File: config.mk
export PLATFORM = sky130hd
export DESIGN_NAME = idle_timeout_frame_receiver_top
export DESIGN_NICKNAME = d
export VERILOG_FILES = /design/src/sv/ifr_pkg.sv /design/src/sv/idle_timeout_frame_receiver_top.sv /design/src/sv/ifr_dp.sv /design/src/sv/ifr_ctrl.sv
export SDC_FILE = /design/constraint.sdc
export NUM_CORES = 1
export LEC_CHECK = 0
export ABC_AREA = 1
export BUFFER_PORTS_ARGS = -buffer_cell sky130_fd_sc_hd__buf_2
export CAP_MARGIN = 20
export CORE_MARGIN = 5
export CORE_UTILIZATION = 55
export DETAILED_ROUTE_END_ITERATION = 8
export PLACE_DENSITY_LB_ADDON = 0.15
export SLEW_MARGIN = 10
export SYNTH_ARGS = -nofsm -noshare
export SYNTH_HDL_FRONTEND = slang
export SYNTH_HIERARCHICAL = 1
export SYNTH_SLANG_ARGS = --single-unit
File: constraint.sdc
create_clock -name clk -period 2.22 [get_ports clk]
set_input_delay 0.444 -clock clk [delete_from_list [all_inputs] [get_ports clk]]
set_output_delay 0.444 -clock clk [all_outputs]
set_load 0.01 [all_outputs]
File: src/sv/ifr_pkg.sv
// Shared types and constants for the idle-timeout frame receiver.
// No dependencies; imported by ifr_ctrl, ifr_dp and the top level.
`timescale 1ns / 1ps

package ifr_pkg;

  // Frame buffer geometry
  localparam int BUFFER_DEPTH = 16;
  localparam int IDX_W        = $clog2(BUFFER_DEPTH);
  localparam int CNT_W        = $clog2(BUFFER_DEPTH + 1);

  // Idle counter and limit
  localparam int          TICK_W           = 8;
  localparam logic [7:0]  IDLE_LIMIT_RESET = 8'd10;
  localparam logic [7:0]  IDLE_MAX         = 8'd255;

  // Request kinds
  localparam logic [1:0] FUNC_BYTE  = 2'd0;
  localparam logic [1:0] FUNC_TICK  = 2'd1;
  localparam logic [1:0] FUNC_FETCH = 2'd2;

  // Input request payload
  typedef struct packed {
    logic [1:0] func;
    logic [7:0] rx_byte;
  } in_item_t;

  // Result payload
  typedef struct packed {
    logic       frame_valid;
    logic [7:0] data_byte;
    logic       last;
    logic       overflow;
  } out_item_t;

  // Controller to datapath commands
  typedef struct packed {
    logic store;       // append rx byte, restart idle count
    logic tick;        // advance idle count
    logic load_frame;  // present next frame byte, step read index
    logic load_empty;  // present the no-frame result
  } cmd_t;

  // Datapath to controller status
  typedef struct packed {
    logic frame_avail; // frame ready with at least one byte
    logic last_byte;   // read index points at the final held byte
    logic out_free;    // output register can take a result this cycle
  } status_t;

endpackage

File: src/sv/idle_timeout_frame_receiver_top.sv
// Top level of the idle-timeout frame receiver: joins controller and
// datapath. Depends on ifr_pkg, ifr_ctrl and ifr_dp.
//
//   channel  direction  handshake            payload
//   in       input      in_valid/in_ready    in_data   (in_item_t)
//   out      output     out_valid/out_ready  out_data  (out_item_t)
//   cfg      input      cfg_we               cfg_data  (idle_limit)
//
// Byte and tick requests give no result. A fetch gives one result per
// frame byte (up to 16), handed out one at a time through the single
// frame-buffer read port; a fetch with no ready frame gives one result.
// Reset is synchronous and clears all counters and flags; buffer
// contents need no clearing. A stalled output holds the fetch sequence;
// in_ready is low until the fetch completes.
`timescale 1ns / 1ps

module idle_timeout_frame_receiver_top (
  input  logic               clk,
  input  logic               rst,
  input  logic               in_valid,
  output logic               in_ready,
  input  ifr_pkg::in_item_t  in_data,
  output logic               out_valid,
  input  logic               out_ready,
  output ifr_pkg::out_item_t out_data,
  input  logic               cfg_we,
  input  logic [7:0]         cfg_data
);
  import ifr_pkg::*;

  cmd_t    cmd;
  status_t status;

  // Sequencer
  ifr_ctrl u_ctrl (
    .clk      (clk),
    .rst      (rst),
    .in_valid (in_valid),
    .in_ready (in_ready),
    .func     (in_data.func),
    .status   (status),
    .cmd      (cmd)
  );

  // Buffer, counters and output register
  ifr_dp u_dp (
    .clk       (clk),
    .rst       (rst),
    .cmd       (cmd),
    .status    (status),
    .rx_byte   (in_data.rx_byte),
    .cfg_we    (cfg_we),
    .cfg_data  (cfg_data),
    .out_valid (out_valid),
    .out_ready (out_ready),
    .out_data  (out_data)
  );

endmodule

File: src/sv/ifr_dp.sv
// Datapath of the idle-timeout frame receiver: frame buffer, counters,
// idle-limit register and the output register. Depends on ifr_pkg.
`timescale 1ns / 1ps

module ifr_dp (
  input  logic              clk,
  input  logic              rst,
  input  ifr_pkg::cmd_t     cmd,
  output ifr_pkg::status_t  status,
  input  logic [7:0]        rx_byte,
  input  logic              cfg_we,
  input  logic [7:0]        cfg_data,
  output logic              out_valid,
  input  logic              out_ready,
  output ifr_pkg::out_item_t out_data
);
  import ifr_pkg::*;

  logic [7:0]        mem [BUFFER_DEPTH];
  logic [7:0]        rd_data;
  logic [IDX_W-1:0]  rd_idx;
  logic [IDX_W-1:0]  rd_idx_next;
  logic [CNT_W-1:0]  byte_count;
  logic [TICK_W-1:0] idle_ticks;
  logic [TICK_W-1:0] idle_ticks_inc;
  logic [7:0]        idle_limit;
  logic              frame_ready;
  logic              dropped_flag;
  logic              buf_full;

  assign buf_full       = (byte_count == CNT_W'(BUFFER_DEPTH));
  assign idle_ticks_inc = (idle_ticks == IDLE_MAX) ? idle_ticks : idle_ticks + 1'b1;
  assign rd_idx_next    = cmd.load_frame ? rd_idx + 1'b1 : rd_idx;

  // Status back to the controller
  assign status.frame_avail = frame_ready && (byte_count != '0);
  assign status.last_byte   = ((CNT_W'(rd_idx) + 1'b1) == byte_count);
  assign status.out_free    = !out_valid || out_ready;

  // Frame buffer: one write port, one registered read port
  always_ff @(posedge clk) begin
    if (cmd.store && !buf_full) begin
      mem[byte_count[IDX_W-1:0]] <= rx_byte;
    end
    rd_data <= mem[rd_idx_next];
  end

  // Configuration register
  always_ff @(posedge clk) begin
    if (rst) begin
      idle_limit <= IDLE_LIMIT_RESET;
    end else if (cfg_we) begin
      idle_limit <= cfg_data;
    end
  end

  // Frame bookkeeping
  always_ff @(posedge clk) begin
    if (rst) begin
      byte_count   <= '0;
      idle_ticks   <= '0;
      frame_ready  <= 1'b0;
      dropped_flag <= 1'b0;
      rd_idx       <= '0;
    end else begin
      // Read index rewinds once the final byte is handed out
      if (cmd.load_frame && status.last_byte) begin
        rd_idx <= '0;
      end else begin
        rd_idx <= rd_idx_next;
      end
      if (cmd.store) begin
        idle_ticks <= '0;
        if (buf_full) begin
          dropped_flag <= 1'b1;
        end else begin
          byte_count <= byte_count + 1'b1;
        end
      end
      if (cmd.tick) begin
        idle_ticks <= idle_ticks_inc;
        if ((byte_count != '0) && (idle_ticks_inc >= idle_limit)) begin
          frame_ready <= 1'b1;
        end
      end
      // Final byte handed out: empty the frame
      if (cmd.load_frame && status.last_byte) begin
        byte_count   <= '0;
        frame_ready  <= 1'b0;
        dropped_flag <= 1'b0;
      end
    end
  end

  // Output register
  always_ff @(posedge clk) begin
    if (rst) begin
      out_valid <= 1'b0;
    end else if (cmd.load_frame || cmd.load_empty) begin
      out_valid <= 1'b1;
    end else if (out_ready) begin
      out_valid <= 1'b0;
    end
  end

  always_ff @(posedge clk) begin
    if (cmd.load_frame) begin
      out_data.frame_valid <= 1'b1;
      out_data.data_byte   <= rd_data;
      out_data.last        <= status.last_byte;
      out_data.overflow    <= dropped_flag;
    end else if (cmd.load_empty) begin
      out_data.frame_valid <= 1'b0;
      out_data.data_byte   <= 8'd0;
      out_data.last        <= 1'b1;
      out_data.overflow    <= dropped_flag;
    end
  end

endmodule

File: src/sv/ifr_ctrl.sv
// Controller of the idle-timeout frame receiver: accepts requests and
// sequences a fetch one result at a time. Depends on ifr_pkg.
`timescale 1ns / 1ps

module ifr_ctrl (
  input  logic             clk,
  input  logic             rst,
  input  logic             in_valid,
  output logic             in_ready,
  input  logic [1:0]       func,
  input  ifr_pkg::status_t status,
  output ifr_pkg::cmd_t    cmd
);
  import ifr_pkg::*;

  typedef enum logic {
    S_IDLE,
    S_FETCH
  } state_t;

  state_t state;
  state_t state_next;

  assign in_ready = (state == S_IDLE);

  // Command decode and next state
  always_comb begin
    cmd        = '0;
    state_next = state;
    unique case (state)
      S_IDLE: begin
        if (in_valid) begin
          unique case (func)
            FUNC_BYTE:  cmd.store = 1'b1;
            FUNC_TICK:  cmd.tick  = 1'b1;
            FUNC_FETCH: state_next = S_FETCH;
            default: ;  // unused code: dropped
          endcase
        end
      end
      S_FETCH: begin
        if (status.out_free) begin
          if (status.frame_avail) begin
            cmd.load_frame = 1'b1;
            if (status.last_byte) begin
              state_next = S_IDLE;
            end
          end else begin
            cmd.load_empty = 1'b1;
            state_next     = S_IDLE;
          end
        end
      end
      default: state_next = S_IDLE;
    endcase
  end

  always_ff @(posedge clk) begin
    if (rst) begin
      state <= S_IDLE;
    end else begin
      state <= state_next;
    end
  end

endmodule
==> results.py <==
metrics = {
    "pwr": {
        "p_sw_mw": 1.350,
        "p_clk_frac": 0.446,
        "p_seq_frac": 0.526,
        "p_leak_nw": 4.074,
        "p_int_mw": 5.470,
        "p_sw_frac": 0.1979,
        "power_frac_comb": 0.028,
        "ir_worst_vdd_mv": 0.6134,
        "p_per_area_nw_per_um2": 722.6,
    },
    "run": {
        "drv_cap": 0,
    },
    "clock_network": {
        "cts_sinks": 176,
        "cts_buffer_depth": 2,
        "cts_inserted_buffers": 17,
        "cts.htree.levels": 4,
        "clkTransAtPathRegs_ps": 60,
        "clk_latency_ps": 430,
        "ctsRootBufferMaster": "clkbuf_16",
        "cts_tree": "done",
    },
    "worst_setup_path": {
        "critical_path.cell_chain": "inv_1, ha_2, buf_4, nand3_1, nand2_2, inv_1, nand2_1, nor2_1, buf_4",
        "cp_slowest_cell": "dfxtp_2",
        "cpLargestDelayFamily": "simple AND/OR/NAND/NOR gates",
        "cp_data_required_time_ps": 2360,
        "arrival_ps": 2230,
        "crit_fanout": 8,
        "worstReg2RegStart": "u_dp/byte_count[1]$_SDFFE_PP0P_",
        "cp_slowest_stage_delay_ps": 330,
        "critPathBufInv": 4,
        "crit_path_start_kind": "register",
        "startpoint": "u_dp/byte_count[1]$_SDFFE_PP0P_",
        "worst_setup_path_end_kind": "register",
        "crit_type": "reg -> reg",
    },
    "layout": {
        "instances_no_fill": 1095,
        "stdcell_area_um2": 9438,
        "synthToLayoutAreaGrowth_pct": 21.82,
        "num_antenna_cells": 0,
        "drive_gt1_frac": 0.1880,
        "fin_nets": 939,
        "final.fill_count": 1065,
    },
    "placement": {
        "gp_congestion": 0.9062,
        "post-place-cells": 1051,
        "place_area_um2": 8432,
        "portBuffers": 35,
        "hpwl_mm": 11.53,
    },
    "logic_synthesis": {
        "yosysUniqueCellTypes": 31,
        "syn-cell-area_um2": 7747,
        "ys_warn_count": 6,
        "synth_top_area_frac": 0.5349,
        "synth_seq_cells": 176,
        "synth-edff-count": 138,
        "synth.avg_cell_area_um2": 9.518,
        "synthTopCellsByArea": "edfxtp_1 53%, nand2_1 12%, dfxtp_1 9.8%",
        "synth_top_area_cell": "edfxtp_1",
        "synth.most_common_cell": "nand2_1",
        "syn_inst": 814,
        "ys_top_cells_by_count": "256 x nand2_1, 138 x edfxtp_1, 128 x inv_1",
        "synthFlopType": "edfxtp_1",
        "async_reset_ff_frac": 0,
        "synth_nets": 851,
        "yosysSeqAreaShare": 0.6331,
    },
    "global_routing": {
        "grt_overflow": 0,
        "met3_usage": 0.04193,
        "busiest_layer": "met2",
        "grt_max_degree": 31,
        "grt_pass1_vias": 5701,
        "met1_usage": 0.3057,
        "grtUsageTotal": 0.2239,
        "grt_pass1_wl_mm": 28.66,
        "use_met2": 0.3634,
        "antenna_found_initial": 0,
    },
    "timing": {
        "setup_tns_ps": 0,
        "worst_pin_slew_ps": 592.5,
        "skew_ps": 7.316,
        "finalCritPeriodShare": 0.9444,
        "min_period_ps": 2097,
        "fmax_ghz": 0.4770,
        "setup_viol": 0,
        "hold_violations": 0,
        "maxSlewViolCount": 0,
        "relSlewSlack": 0.6035,
    },
    "floorplanning": {
        "start_util": 0.5603,
        "ios": 36,
        "row_count": 43,
        "die_y_um": 128.7,
        "fp.dieArea_um2": 16560,
        "die_w_um": 128.7,
        "core_um2": 13830,
    },
    "detailed_routing": {
        "drc_errors": 0,
        "vias": 5820,
        "routed_wl_mm": 17.85,
        "drt-initial-drc-count": 526,
        "drt_pass1_iterations": 5,
        "avgRoutedWirePerCell_um": 16.30,
        "ant_nets": 0,
        "viasPerCell": 5.315,
    },
    "worst_hold_path": {
        "min-delay-start": "cfg_data[1]",
        "hp-class": "in -> reg",
    },
    "run_status": {
        "status": "finished, final reports clean",
    },
}
[stage by stage]
step | setup slack [ps] | power (mW) | hold slack [ps] | utilization
3_5_place_dp | -112.2 | 3.836 | 427.5 | 0.6098
5_1_grt | -13.67 | 7.038 | 250.4 | 0.6826
3_3_place_gp | -31.48 | 3.828 | 431.6 | 0.6098
4_1_cts | 3.379 | 6.864 | 235.6 | 0.6644
2_1_floorplan | 28.05 | 3.735 | 402.5 | -
6_report | 123.4 | 6.820 | 252.5 | 0.6826
[final timing paths]
kind                                      to  slack [ps]  cells past startpoint
max                u_dp/mem[14][6]$_DFFE_PP_         120                      9
min          u_dp/idle_limit[1]$_SDFFE_PP1P_         250                      3
max reg2reg        u_dp/mem[14][6]$_DFFE_PP_         120                      9
min reg2reg   u_dp/out_data[10]$_SDFFE_PP1P_         440                      2
[flip-flops by register name, summed over array words and instances (netlist names)]
name and flops:
u_dp/out_data 11, u_dp/idle_limit 8, u_ctrl/state 1, u_dp/rd_idx 4, u_dp/byte_count 5, u_dp/dropped_flag 1
u_dp/mem 128, u_dp/idle_ticks 8, u_dp/out_valid 1, u_dp/frame_ready 1, u_dp/rd_data 8
[worst register-to-register path, stage by stage, from the launching register on]
cell,delay [ps]
dfxtp_2,330
inv_1,60
ha_2,190
buf_4,140
nand3_1,110
nand2_2,150
inv_1,150
nand2_1,170
nor2_1,280
buf_4,210
[final cells by class]
type                            instances  area, µm²  area share
Clock buffer                           20      456.7     0.04839
Clock inverter                         12      157.7     0.01670
Inverter                              134      523.0     0.05542
Multi-Input combinational cell        478       2402      0.2545
Sequential cell                       176       4911      0.5204
Tap cell                              180      225.2     0.02386
Timing Repair Buffer                   95      762.0     0.08074
[power groups by stage]
stage / Combinational, mW / Sequential (mW) / Clock [mW]
final: 0.191 / 3.58 / 3.04
after global routing: 0.215 / 3.58 / 3.24
after CTS: 0.184 / 3.58 / 3.10
after detailed placement: 0.181 / 3.65 / 0
after global placement: 0.174 / 3.65 / 0
after floorplan: 0.0794 / 3.66 / 0
[kinds of logic after synthesis]
| kind of cell | count (synthesis) | share of synthesized area |
|---|---|---|
| compound gates | 46 | 0.03440 |
| simple gates | 410 | 0.2193 |
| xor+xnor | 7 | 0.007914 |
| fa+ha+maj | 14 | 0.02261 |
| flops | 176 | 0.6331 |
| buf+inv | 161 | 0.08269 |
[layer usage]
layer | part of all wire | vias to the layer above
met5 | 0 | -
met4 | 0.020 | 0
met3 | 0.071 | 33
met2 | 0.48 | 226
met1 | 0.43 | 2743
li1 | - | 2818
[placed cells by master (no fill, tap or decap), types with 3 or more instances in the layout]
cell	instances
buf_4	49
dfxtp_2	5
edfxtp_1	138
xor2_1	5
nand2_1	250
inv_1	125
o211ai_1	8
nor2_1	37
nand4_1	4
dfxtp_1	33
nor3_1	5
nand3_1	89
nand3_2	7
nand2_2	5
bufinv_16	3
buf_6	3
clkbuf_16	19
ha_1	10
buf_12	4
nand3_4	3
buf_2	35
ha_4	3
o21ai_0	10
inv_4	3
inv_2	5
clkinvlp_4	3
a21oi_1	17
[repair_timing]
item,CTS,global route
endpoints found under the setup margin,9,13
hold buffers,0,0
resized for setup,14,46
buffers inserted,4,3
gates cloned,3,2
pin swaps,2,9
(Power assumes the default switching activity.)
